--- config.mk ---
export PLATFORM = sky130hd
export DESIGN_NAME = scoreboard_hazard_tracker
export DESIGN_NICKNAME = d
export VERILOG_FILES = /design/src/rtl/sbht_pkg.sv /design/src/rtl/sbht_core.sv /design/src/rtl/scoreboard_hazard_tracker.sv
export SDC_FILE = /design/constraint.sdc
export NUM_CORES = 1
export LEC_CHECK = 0
export BUFFER_PORTS_ARGS = -buffer_cell sky130_fd_sc_hd__buf_2
export CAP_MARGIN = 30
export CELL_PAD_IN_SITES_DETAIL_PLACEMENT = 0
export CELL_PAD_IN_SITES_GLOBAL_PLACEMENT = 1
export CORE_MARGIN = 5
export CORE_UTILIZATION = 51
export DETAILED_ROUTE_END_ITERATION = 6
export PLACE_DENSITY = 0.95
export SYNTH_ARGS = -nofsm -noshare
export SYNTH_HDL_FRONTEND = slang
export SYNTH_SLANG_ARGS = --single-unit
--- constraint.sdc ---
create_clock -name clk -period 9.41 [get_ports clk]
set_input_delay 2.823 -clock clk [delete_from_list [all_inputs] [get_ports clk]]
set_output_delay 2.823 -clock clk [all_outputs]
set_load 0.1 [all_outputs]
--- src/rtl/sbht_pkg.sv ---
// Shared types and constants of the scoreboard hazard tracker.
`timescale 1ns / 1ps
package sbht_pkg;

  // Sizes
  localparam int NUM_ARCH_REGS = 32;
  localparam int NUM_UNITS     = 5;
  localparam int REG_W         = 5;
  localparam int UNIT_W        = 3;
  localparam int TAG_W         = 3;
  localparam int LAT_W         = 4;
  localparam int MASK_W        = 5;

  // Request codes
  typedef enum logic [1:0] {
    REQ_ISSUE = 2'd0,
    REQ_READ  = 2'd1,
    REQ_TICK  = 2'd2,
    REQ_WRITE = 2'd3
  } req_t;

  // Configuration register indexes
  typedef enum logic [1:0] {
    CFG_INT_LAT = 2'd0,
    CFG_MEM_LAT = 2'd1,
    CFG_MUL_LAT = 2'd2,
    CFG_DIV_LAT = 2'd3
  } cfg_idx_t;

  // Functional unit numbers
  localparam logic [UNIT_W-1:0] UNIT_INT  = 3'd0;
  localparam logic [UNIT_W-1:0] UNIT_MUL1 = 3'd1;
  localparam logic [UNIT_W-1:0] UNIT_MUL2 = 3'd2;
  localparam logic [UNIT_W-1:0] UNIT_DIV  = 3'd3;
  localparam logic [UNIT_W-1:0] UNIT_MEM  = 3'd4;

  // Opcode decode
  localparam logic [6:0] OPC_OP      = 7'h33;
  localparam logic [6:0] OPC_LOAD    = 7'h03;
  localparam logic [6:0] OPC_STORE   = 7'h23;
  localparam logic [6:0] F7_MULDIV   = 7'h01;
  localparam logic [2:0] F3_MUL_LAST = 3'd3;

  // Latency reset values
  localparam logic [LAT_W-1:0] INT_LAT_RST = 4'd1;
  localparam logic [LAT_W-1:0] MEM_LAT_RST = 4'd2;
  localparam logic [LAT_W-1:0] MUL_LAT_RST = 4'd4;
  localparam logic [LAT_W-1:0] DIV_LAT_RST = 4'd10;

  // Request word
  typedef struct packed {
    req_t              req_type;
    logic [6:0]        opcode;
    logic [2:0]        funct3;
    logic [6:0]        funct7;
    logic [REG_W-1:0]  dest_reg;
    logic [REG_W-1:0]  src1_reg;
    logic [REG_W-1:0]  src2_reg;
    logic [UNIT_W-1:0] unit_sel;
  } in_t;

  // Result word
  typedef struct packed {
    logic              accepted;
    logic [UNIT_W-1:0] issued_unit;
    logic [MASK_W-1:0] busy_mask;
    logic [MASK_W-1:0] ready_mask;
    logic [MASK_W-1:0] finished_mask;
    logic [MASK_W-1:0] writable_mask;
  } out_t;

  // Latency settings
  typedef struct packed {
    logic [LAT_W-1:0] int_lat;
    logic [LAT_W-1:0] mem_lat;
    logic [LAT_W-1:0] mul_lat;
    logic [LAT_W-1:0] div_lat;
  } lat_t;

  // Register index names a real architectural register
  function automatic logic real_reg(input logic [REG_W-1:0] r);
    return (r != '0) && (int'(r) < NUM_ARCH_REGS);
  endfunction

endpackage

--- src/rtl/sbht_core.sv ---
// Unit status table with the issue, read, tick and write logic.
`timescale 1ns / 1ps
module sbht_core
  import sbht_pkg::*;
(
  input  logic clk,
  input  logic rst,
  input  logic step,
  input  in_t  word,
  input  lat_t lat,
  output out_t result
);

  typedef struct packed {
    logic             busy;
    logic [REG_W-1:0] dest;
    logic [REG_W-1:0] src1;
    logic [REG_W-1:0] src2;
    logic [TAG_W-1:0] wait1;
    logic [TAG_W-1:0] wait2;
    logic             ready1;
    logic             ready2;
    logic [LAT_W-1:0] countdown;
  } unit_t;

  unit_t units      [NUM_UNITS];
  unit_t units_next [NUM_UNITS];

  // Units with no WAR hazard on their destination
  function automatic logic [NUM_UNITS-1:0] war_free_mask(input unit_t us [NUM_UNITS]);
    logic [NUM_UNITS-1:0] m;
    m = '1;
    for (int u = 0; u < NUM_UNITS; u++) begin
      for (int v = 0; v < NUM_UNITS; v++) begin
        if (real_reg(us[u].dest) && v != u && us[v].busy &&
            ((us[v].src1 == us[u].dest && us[v].ready1) ||
             (us[v].src2 == us[u].dest && us[v].ready2))) begin
          m[u] = 1'b0;
        end
      end
    end
    return m;
  endfunction

  logic [NUM_UNITS-1:0] busy_vec;
  logic [NUM_UNITS-1:0] war_cur;
  logic [NUM_UNITS-1:0] war_new;
  logic                 is_muldiv;
  logic [UNIT_W-1:0]    cand1;
  logic [UNIT_W-1:0]    cand2;
  logic [LAT_W-1:0]     issue_lat;
  logic [UNIT_W-1:0]    pick;
  logic                 pick_ok;
  logic                 waw;
  logic [TAG_W-1:0]     wait1;
  logic [TAG_W-1:0]     wait2;
  logic                 issue_ok;
  logic                 sel_ok;
  logic [UNIT_W-1:0]    sel;
  logic [TAG_W-1:0]     sel_tag;
  logic                 read_ok;
  logic                 write_ok;
  logic                 acc;
  logic [UNIT_W-1:0]    issued;

  // Busy flags and WAR status before the step
  always_comb begin
    for (int u = 0; u < NUM_UNITS; u++) begin
      busy_vec[u] = units[u].busy;
    end
    war_cur = war_free_mask(units);
  end

  // Classify the opcode into a unit class
  always_comb begin
    is_muldiv = (word.opcode == OPC_OP) && (word.funct7 == F7_MULDIV);
    priority if (is_muldiv && word.funct3 <= F3_MUL_LAST) begin
      cand1     = UNIT_MUL1;
      cand2     = UNIT_MUL2;
      issue_lat = lat.mul_lat;
    end else if (is_muldiv) begin
      cand1     = UNIT_DIV;
      cand2     = UNIT_DIV;
      issue_lat = lat.div_lat;
    end else if (word.opcode == OPC_LOAD || word.opcode == OPC_STORE) begin
      cand1     = UNIT_MEM;
      cand2     = UNIT_MEM;
      issue_lat = lat.mem_lat;
    end else begin
      cand1     = UNIT_INT;
      cand2     = UNIT_INT;
      issue_lat = lat.int_lat;
    end
  end

  // Free unit choice, WAW check and producer lookup for the sources
  always_comb begin
    pick_ok = 1'b1;
    pick    = cand1;
    if (busy_vec[cand1]) begin
      pick    = cand2;
      pick_ok = !busy_vec[cand2];
    end
    waw   = 1'b0;
    wait1 = '0;
    wait2 = '0;
    for (int v = 0; v < NUM_UNITS; v++) begin
      if (units[v].busy && real_reg(word.dest_reg) && units[v].dest == word.dest_reg) begin
        waw = 1'b1;
      end
      if (units[v].busy && real_reg(word.src1_reg) && units[v].dest == word.src1_reg) begin
        wait1 = TAG_W'(v + 1);
      end
      if (units[v].busy && real_reg(word.src2_reg) && units[v].dest == word.src2_reg) begin
        wait2 = TAG_W'(v + 1);
      end
    end
    issue_ok = pick_ok && !waw;
  end

  // Read and write guards on the selected unit
  always_comb begin
    sel_ok   = word.unit_sel < UNIT_W'(NUM_UNITS);
    sel      = sel_ok ? word.unit_sel : UNIT_INT;
    sel_tag  = TAG_W'(sel) + TAG_W'(1);
    read_ok  = sel_ok && units[sel].busy && units[sel].ready1 && units[sel].ready2;
    write_ok = sel_ok && units[sel].busy && (units[sel].countdown == '0) && war_cur[sel];
  end

  // Next table contents
  always_comb begin
    units_next = units;
    acc        = 1'b0;
    issued     = UNIT_INT;
    unique case (word.req_type)
      REQ_ISSUE: begin
        if (issue_ok) begin
          units_next[pick].busy      = 1'b1;
          units_next[pick].dest      = word.dest_reg;
          units_next[pick].src1      = word.src1_reg;
          units_next[pick].src2      = word.src2_reg;
          units_next[pick].wait1     = wait1;
          units_next[pick].wait2     = wait2;
          units_next[pick].ready1    = (wait1 == '0);
          units_next[pick].ready2    = (wait2 == '0);
          units_next[pick].countdown = issue_lat;
          acc                        = 1'b1;
          issued                     = pick;
        end
      end
      REQ_READ: begin
        if (read_ok) begin
          units_next[sel].ready1 = 1'b0;
          units_next[sel].ready2 = 1'b0;
          acc                    = 1'b1;
        end
      end
      REQ_TICK: begin
        for (int u = 0; u < NUM_UNITS; u++) begin
          if (units[u].busy && !units[u].ready1 && !units[u].ready2 &&
              units[u].wait1 == '0 && units[u].wait2 == '0 &&
              units[u].countdown != '0) begin
            units_next[u].countdown = units[u].countdown - LAT_W'(1);
          end
        end
      end
      REQ_WRITE: begin
        if (write_ok) begin
          // broadcast: wake everything waiting on this unit
          for (int v = 0; v < NUM_UNITS; v++) begin
            if (units[v].busy && units[v].wait1 == sel_tag) begin
              units_next[v].wait1  = '0;
              units_next[v].ready1 = 1'b1;
            end
            if (units[v].busy && units[v].wait2 == sel_tag) begin
              units_next[v].wait2  = '0;
              units_next[v].ready2 = 1'b1;
            end
          end
          units_next[sel] = '0;
          acc             = 1'b1;
        end
      end
      default: ;
    endcase
  end

  // Status masks after the step
  always_comb begin
    war_new              = war_free_mask(units_next);
    result.accepted      = acc;
    result.issued_unit   = issued;
    result.writable_mask = war_new;
    for (int u = 0; u < NUM_UNITS; u++) begin
      result.busy_mask[u]     = units_next[u].busy;
      result.ready_mask[u]    = units_next[u].busy && units_next[u].ready1 &&
                                units_next[u].ready2 && units_next[u].countdown != '0;
      result.finished_mask[u] = units_next[u].busy && units_next[u].countdown == '0;
    end
  end

  // Table registers
  always_ff @(posedge clk) begin
    if (rst) begin
      for (int u = 0; u < NUM_UNITS; u++) begin
        units[u] <= '0;
      end
    end else if (step) begin
      units <= units_next;
    end
  end

endmodule

--- src/rtl/scoreboard_hazard_tracker.sv ---
// Top level of the scoreboard hazard tracker: handshake, latency registers.
//
//   channel  direction  handshake             word
//   req      in         req_valid/req_stall   in_t  (command and instruction fields)
//   rsp      out        rsp_valid/rsp_stall   out_t (acceptance and unit masks)
//   cfg      in         cfg_we                cfg_index, cfg_data (latencies)
//
// One word per cycle while rsp_stall does not hold the result; each request passes
// the input register, then the table update and the result register.
// The unit table updates as a word leaves the input register, so each word
// sees the state left by the one before.
// Synchronous reset clears the table, both valids and loads default latencies.
// A stalled result holds; the input register still takes a word while it is empty.
`timescale 1ns / 1ps
module scoreboard_hazard_tracker
  import sbht_pkg::*;
(
  input  logic             clk,
  input  logic             rst,
  input  logic             req_valid,
  output logic             req_stall,
  input  in_t              req_word,
  output logic             rsp_valid,
  input  logic             rsp_stall,
  output out_t             rsp_word,
  input  logic             cfg_we,
  input  logic [1:0]       cfg_index,
  input  logic [LAT_W-1:0] cfg_data
);

  logic s1_valid;
  in_t  s1_word;
  lat_t lat;
  out_t result;
  logic advance;

  // Handshake control
  assign advance   = s1_valid && (!rsp_valid || !rsp_stall);
  assign req_stall = s1_valid && !advance;

  sbht_core u_core (
    .clk    (clk),
    .rst    (rst),
    .step   (advance),
    .word   (s1_word),
    .lat    (lat),
    .result (result)
  );

  // Input register
  always_ff @(posedge clk) begin
    if (rst) begin
      s1_valid <= 1'b0;
    end else if (!req_stall) begin
      s1_valid <= req_valid;
    end
    if (req_valid && !req_stall) begin
      s1_word <= req_word;
    end
  end

  // Result register
  always_ff @(posedge clk) begin
    if (rst) begin
      rsp_valid <= 1'b0;
    end else if (!rsp_valid || !rsp_stall) begin
      rsp_valid <= s1_valid;
    end
    if (advance) begin
      rsp_word <= result;
    end
  end

  // Latency registers
  always_ff @(posedge clk) begin
    if (rst) begin
      lat.int_lat <= INT_LAT_RST;
      lat.mem_lat <= MEM_LAT_RST;
      lat.mul_lat <= MUL_LAT_RST;
      lat.div_lat <= DIV_LAT_RST;
    end else if (cfg_we) begin
      unique case (cfg_idx_t'(cfg_index))
        CFG_INT_LAT: lat.int_lat <= cfg_data;
        CFG_MEM_LAT: lat.mem_lat <= cfg_data;
        CFG_MUL_LAT: lat.mul_lat <= cfg_data;
        CFG_DIV_LAT: lat.div_lat <= cfg_data;
        default: ;
      endcase
    end
  end

endmodule
## Word level (Yosys, flattened, before mapping)

Index checks and enable logic that the tools add are counted.

| word-level totals | value |
|---|---|
| bits in registers | 219 |
| bits of input ports | 48 |
| output and inout port bits | 26 |

| operators by class | value |
|---|---|
| add/sub/neg operators | 6 |
| magnitude comparators | 9 |
| eq/ne operators | 118 |
| mux-type cells | 176 |
| bitwise operators | 4 |
| reductions and logical operators | 371 |

Operators with widths:

| operator | count |
|---|---|
| $bwmux 140 | 11 |
| $demux 28 s3 | 12 |
| $eq 5x5->1 | 95 |
| $mux 140 | 3 |
| $pmux 24 s3 | 5 |
| $logic_and 1x1->1 | 258 |
| $and 140x140->140 | 1 |
| $not 140->140 | 1 |
| $mux 3 | 44 |
| $mux 28 | 4 |
| $bmux 28 s3 | 1 |
| $pmux 4 s4 | 5 |
| $mux 1 | 69 |
| $reduce_bool 5->1 | 13 |
| $logic_or 1x1->1 | 42 |
| $reduce_bool 4->1 | 10 |
| $logic_not 3->1 | 12 |
| $mux 4 | 9 |
| $eq 3x3->1 | 10 |
| $mux 27 | 1 |
| $logic_not 4->1 | 6 |
| $mux 22 | 1 |
| $sub 4x1->4 const B | 5 |
| $mux 17 | 1 |
| 25 further kinds | 65 |

## Logic depth before layout (Yosys ltp)

Gate-level depths: netlist of the first run.

| logic depth | value |
|---|---|
| depth in word-level cells | 29 |
| mapped depth | 18 |
| gate-level depth less buffers | 13 |

## Modules after synthesis

A second synthesis of the first run with hierarchy kept.

| unflattened totals | value |
|---|---|
| cell total of the unflattened synthesis | 2406 |
| area, all modules | 19306.0 µm² |

By module, submodules not included:

| module | instances | cells an instance | area each (µm²) |
|---|---|---|---|
| sbht_core | 1 | 2273 | 16733.5 |
| scoreboard_hazard_tracker | 1 | 133 | 2572.5 |

## Worst setup path after synthesis of the first run

Ideal clock, no wire load.

| timing path | value |
|---|---|
| path type | input port to output port |
| from | input rsp_stall |
| to | output req_stall |
| data arrival time | 3634 ps |
| required time | 6587 ps |
| slack | 2953 ps |
| stages | 1 |
| cell sequence | and3_1 |

| on the way | value |
|---|---|
| word-level cells in the longest chain between the ends | 5 |

RTL lines:

| element | line | text |
|---|---|---|
| start: declaration | scoreboard_hazard_tracker.sv:24 | `input logic rsp_stall,` |
| $logic_not 1->1 | scoreboard_hazard_tracker.sv:38 | `assign advance = s1_valid && (!rsp_valid \|\| !rsp_stall);` |
| $logic_or 1x1->1 | scoreboard_hazard_tracker.sv:38 |  |
| $logic_and 1x1->1 | scoreboard_hazard_tracker.sv:38 |  |
| $logic_not 1->1 | scoreboard_hazard_tracker.sv:39 | `assign req_stall = s1_valid && !advance;` |
| $logic_and 1x1->1 | scoreboard_hazard_tracker.sv:39 |  |
| end: declaration | scoreboard_hazard_tracker.sv:21 | `output logic req_stall,` |

No other way between the ends.

## Worst setup path in the final report of the first run

Same ends and word-level chain as after synthesis.

==> results of run 1 <==
[report_power, final]
group	leakage (nW)	switching (mW)	internal, mW
Combinational	4.65	0.345	0.201
Sequential	1.84	0.0888	0.995
Clock	0.435	0.452	0.612
Total	6.93	0.886	1.81
[registers in the layout, summed over array words and instances, names as in the netlist]
signal,cells
s1_word,35
u_core.units,135
u_core.busy_vec,5
rsp_word,24
rsp_valid,1
lat,16
s1_valid,1
[final cells by class]
cell class                 count  area [um2]
fill                        3321       15830
multi-input combinational   1899       12240
sequential                   217        4935
timing repair buffer         130       864.6
clock buffer                  41       828.3
tap                          461       576.8
inverter                      36       140.1
clock inverter                 8       75.07
[cell usage after synthesis, drive strengths merged (12+ instances only)]
master / instances / area (um2)
clkbuf: 141 / 529.3
a22oi: 37 / 282.8
mux2i: 45 / 450.4
nand4: 71 / 450.4
nand3: 53 / 265.3
dfxtp: 158 / 3163
nor2: 208 / 798.3
xor2: 148 / 1296
nand2: 266 / 998.5
edfxtp: 59 / 1772
nor3: 98 / 490.5
or4: 19 / 150.1
xnor2: 328 / 2873
a21oi: 163 / 872.1
inv: 36 / 135.1
or3: 12 / 75.07
buf: 100 / 513.0
and2: 31 / 193.9
a21o: 15 / 112.6
and3: 15 / 93.84
o21ai: 78 / 390.4
nor4: 70 / 444.2
a31oi: 23 / 150.1
a211oi: 50 / 380.4
[layer usage]
layer	vias up	wire, um	GRT usage (%)	share of wire, %
met5	-	13	0	0.017
met4	2	6125	24.08	8.1
met3	363	8128	7.806	11
met2	1248	33320	58.54	44
met1	8842	27850	45.62	37
li1	8207	-	-	-
[metrics by stage]
step / setup slack, ns / instance area [um2] / util [%] / cells
after floorplan: 2.953 / 18330 / - / 2393
after global placement: 2.989 / 18620 / 52.48 / 2734
after detailed placement: 2.975 / 18720 / 52.75 / 2740
after CTS: 2.975 / 19620 / 55.29 / 2789
after global routing: 2.942 / 19660 / 55.40 / 2792
final: 2.978 / 19660 / 55.40 / 2792
[worst min path at each step]
stage,startpoint,end,slack [ns],cells past startpoint
2_1_floorplan,lat[6],lat[6],0.43,1
3_3_place_gp,lat[1],lat[1],0.44,1
3_5_place_dp,lat[3],lat[3],0.45,1
4_1_cts,lat[3],lat[3],0.47,1
5_1_grt,lat[1],lat[1],0.47,1
6_report,lat[3],lat[3],0.46,1
[cell families after synthesis]
group	synth area share, %
flops	26.93
xor+xnor	22.75
fa+ha+maj	0.4097
compound gates	17.25
simple gates	23.66
mux	2.581
buf+inv	6.425
==> impl_metrics.json, run 1 <==
{
  "p_leak_nw": 6.926,
  "drv_slew": 0,
  "crit_path_frequent_cell": "buf_2",
  "first_pass_iters": 7,
  "hold_class": "flop to flop",
  "overflow": 0,
  "ys_seq_area_share_pct": 26.93,
  "synth_edf_count": 59,
  "syn_inst": 2393,
  "gp_congestion": 1.000,
  "grt_use_total_pct": 37.00,
  "placement.io_buffers": 71,
  "required_ns": 6.59,
  "reg2reg_slack_ns": 3.28,
  "cts_root_buffer": "clkbuf_16",
  "fin_total_pwr_mw": 2.695,
  "powerDensity_nw_per_um2": 137.1,
  "die_w_um": 199.6,
  "worst_setup_path_end_kind": "output port",
  "wl_per_cell_um": 27.02,
  "ir_drop_mv": 0.1613,
  "ctsResizeCount": 0,
  "drive_above_1_share_pct": 9.352,
  "cp-start-kind": "primary input",
  "row_count": 69,
  "tritoncts": "built",
  "area_growth_pct": 7.265,
  "period_minus_slack_ns": 6.432,
  "synth_nets": 2447,
  "grt_pass1_vias": 17960,
  "fin_skew_ns": 0.01331,
  "core-area_um2": 35480,
  "vias": 18660,
  "numCtsBuffers": 27,
  "critPathTopFamily": "buffers and inverters",
  "worstMarginPinSlew_ns": 1.131,
  "cp_slowest_stage_delay_ns": 0.46,
  "htree_levels": 1,
  "syn-mean-instance-area_um2": 7.658,
  "cp-endpoint": "req_stall",
  "rsz0062_at_grt": "no",
  "clk_pin_slew_ns": 0.06,
  "ys_seq_elements": 217,
  "cts_setup_buffers": 0,
  "final_cell_mix": "328 x xnor2_1, 265 x nand2_1, 202 x nor2_1",
  "ios": 74,
  "syn_area_um2": 18330,
  "die_height_um": 199.6,
  "outcome": "complete, but fails checks",
  "cts_sinks": 217,
  "max_slew_margin_pct": 24.47,
  "async_flop_share_pct": 0,
  "crit_chain": "buf_2 -> and3_1 -> buf_2",
  "nets": 2365,
  "startpoint": "rsp_stall",
  "drc_errors": 7,
  "yosys_warnings": 0,
  "final_common_cell": "xnor2_1",
  "clk_path_buf_depth": 3,
  "setup_viol": 0,
  "violations": "design-rule violations",
  "critPathBufInv": 2,
  "finalCritPeriodShare_pct": 68.35,
  "fmax_ghz": 0.1555,
  "crit_cells": 3,
  "antenna_found_initial": 2,
  "worstReg2RegEnd": "rsp_word[3]",
  "max-cap-violations": 0,
  "rr_startpoint": "u_core.units[22]",
  "grt_pass1_wl_mm": 112.0,
  "hold_ws_ns": 0.4617,
  "die_area_um2": 39820,
  "viasPerCell": 6.684,
  "routed_wl_mm": 75.44,
  "holdBufCountCts": 0,
  "n_antenna_cell": 0,
  "synthFlopType": "dfxtp_1",
  "final_hold_viol_count": 0,
  "r2r_cells": 12,
  "cp.arrival_ns": 3.61,
  "initial_core_util_pct": 51.64,
  "insertion_delay_ns": 0.58,
  "grt_max_degree": 99,
  "tns_ns": 0,
  "yosys.cell_types.count": 82,
  "ant_nets": 0,
  "drt_iter0_drc": 2665,
  "cp_max_fo": 3,
  "critPathSlowestCell": "buf_2",
  "crit_type": "primary input to output port",
  "hpwlAfterDp_mm": 52.97
}
Power figures use the tool's default switching activity.
==> run 2: changes to the inputs <==
--- a/config.mk
+++ b/config.mk
@@ -10,9 +10,9 @@
 export CELL_PAD_IN_SITES_DETAIL_PLACEMENT = 0
 export CELL_PAD_IN_SITES_GLOBAL_PLACEMENT = 1
 export CORE_MARGIN = 5
-export CORE_UTILIZATION = 51
+export CORE_UTILIZATION = 43
 export DETAILED_ROUTE_END_ITERATION = 6
-export PLACE_DENSITY = 0.95
+export PLACE_DENSITY = 0.89
 export SYNTH_ARGS = -nofsm -noshare
 export SYNTH_HDL_FRONTEND = slang
 export SYNTH_SLANG_ARGS = --single-unit
==> constraint.sdc (replaced) <==
create_clock -name clk -period 5.6 [get_ports clk]
set_input_delay 1.68 -clock clk [delete_from_list [all_inputs] [get_ports clk]]
set_output_delay 1.68 -clock clk [all_outputs]
set_load 0.1 [all_outputs]
==> run 2 against run 1 <==
  * The run now ends clean
  * Via count up 1.7%
  * Routed wire length is 1.6% higher
  * Sequential cell count is the same
  * Critical path type is now flop to flop
  * Count of clock-buffer cells in the layout down 8
  * Sequential power up 64%
  * Largest cell class unchanged
  * Hold slack better by 0.0034 ns
==> impl_metrics.json, run 2 (synthesis results as in run 1) <==
{
  "cts_root_buffer": "clkbuf_16",
  "initial_core_util_pct": 43.59,
  "cp-start-kind": "flop",
  "final_hold_viol_count": 0,
  "top_register": "u_core.units",
  "drive_above_1_share_pct": 12.08,
  "grt_max_degree": 93,
  "die_area_um2": 46840,
  "hpwlAfterDp_mm": 56.24,
  "critPathSlowestCell": "xnor2_1",
  "crit_chain": "xnor2_1 -> o221ai_1 -> nor3_1 -> and4b_1 -> and2_1 -> nand2_1 -> o21ai_0 -> o21ai_0 -> a222oi_1 -> nand3_1 -> and2_1",
  "drc_errors": 0,
  "vias": 18980,
  "die_w_um": 216.4,
  "reg.largest.list": "u_core.units (135), s1_word (35), rsp_word (24)",
  "overflow": 0,
  "dpl_cell_area_um2": 19410,
  "fillers": 4128,
  "area_growth_pct": 10.41,
  "cts_setup_buffers": 0,
  "worst_setup_path_end_kind": "flop",
  "crit_type": "flop to flop",
  "n_antenna_cell": 0,
  "die_height_um": 216.4,
  "max-cap-violations": 0,
  "grt_pass1_wl_mm": 114.3,
  "numCtsBuffers": 25,
  "critPathTopFamily": "simple AND/OR/NAND/NOR gates",
  "required_ns": 5.92,
  "setup_viol": 0,
  "period_minus_slack_ns": 5.164,
  "met1_usage_pct": 39.04,
  "critPathBufInv": 0,
  "ios": 74,
  "reg2reg_slack_ns": 0.44,
  "fmax_ghz": 0.1936,
  "cts_sinks": 217,
  "wl_per_cell_um": 26.01,
  "cp_slowest_stage_delay_ns": 0.69,
  "routed_wl_mm": 76.67,
  "viasPerCell": 6.442,
  "clk_pin_slew_ns": 0.06,
  "final_cell_mix": "328 x xnor2_1, 265 x nand2_1, 203 x nor2_1",
  "gp_congestion": 1.063,
  "nets": 2443,
  "use_met2_pct": 49.05,
  "fin_area_um2": 20230,
  "final_common_cell": "xnor2_1",
  "hold_class": "flop to flop",
  "outcome": "finished clean",
  "ir_drop_mv": 0.2339,
  "grt_pass1_vias": 18130,
  "top_usage_layer": "met2",
  "cp.arrival_ns": 5.49,
  "htree_levels": 1,
  "core-area_um2": 42040,
  "row_count": 75,
  "ant_nets": 0,
  "drv_slew": 0,
  "ctsResizeCount": 0,
  "tns_ns": 0,
  "powerDensity_nw_per_um2": 220.3,
  "holdBufCountCts": 0,
  "rsz0062_at_grt": "no",
  "insertion_delay_ns": 0.58,
  "fin_skew_ns": 0.01634,
  "tritoncts": "built",
  "finalCritPeriodShare_pct": 92.22,
  "placement.io_buffers": 71,
  "grt_use_total_pct": 31.30,
  "p_leak_nw": 7.283,
  "drt_iter0_drc": 2775,
  "max_slew_margin_pct": 29.60,
  "fin_total_pwr_mw": 4.458,
  "first_pass_iters": 6,
  "largest_reg_flops": 135,
  "worstMarginPinSlew_ns": 1.056,
  "cp_max_fo": 13,
  "clk_path_buf_depth": 3,
  "met3_usage_pct": 6.489,
  "antenna_found_initial": 2
}
-- run 2: changes by cell type in the layout (fill, tap and decap cells not counted), sizes merged --
cell and delta:
buf +80, clkbuf -8, clkinv +4, bufinv +1
clkinvlp -1, inv +1
-- run 2: path summary, 6_finish.rpt --
| path | from | endpoint | cells past startpoint |
|---|---|---|---|
| max reg2reg | s1_word[2] | rsp_word[10] | 11 |
| min reg2reg | lat[9] | lat[9] | 1 |
| min | lat[9] | lat[9] | 1 |
| max | s1_word[2] | rsp_word[10] | 11 |
-- run 2: where the power goes --
| group | switching (mW) | leakage [nW] | internal [mW] |
|---|---|---|---|
| Sequential | 0.0994 | 1.84 | 1.67 |
| Combinational | 0.639 | 5.04 | 0.368 |
| Clock | 0.736 | 0.403 | 0.943 |
-- run 2: through the flow --
stage | utilization [%] | cells | hold WS (ns) | setup WS (ns)
after floorplan | - | 2393 | 0.4347 | 1.224
after global placement | 46.10 | 2900 | 0.4415 | 0.8294
after detailed placement | 46.17 | 2901 | 0.4542 | 0.7521
after CTS | 48.13 | 2947 | 0.4707 | 0.7363
after global routing | 48.13 | 2947 | 0.4883 | 0.2987
final | 48.13 | 2947 | 0.4651 | 0.4357
-- run 2: worst register-to-register path, delay by kind of cell, from the launching register on --
kind                      cells  cell delay (ns)
DFF                           1             0.57
and+or+nand+nor               6             2.18
xor gates and xnor gates      1             0.69
AOI/OAI and AO/OA             4             1.50
-- run 2: per-layer routing --
| layer | wire, um | share of wire [%] |
|---|---|---|
| met1 | 28900 | 38 |
| met2 | 33170 | 43 |
| met3 | 7856 | 10 |
| met4 | 6708 | 8.7 |
| met5 | 28 | 0.037 |
-- run 2: layout make-up --
class	instances	area [um2]	share of cell area [%]
multi-input combinational	1899	12230	60.43
sequential	217	4935	24.39
timing repair buffer	210	1434	7.087
clock buffer	33	706.9	3.494
tap	539	674.4	3.333
inverter	36	140.1	0.6926
clock inverter	13	116.4	0.5751
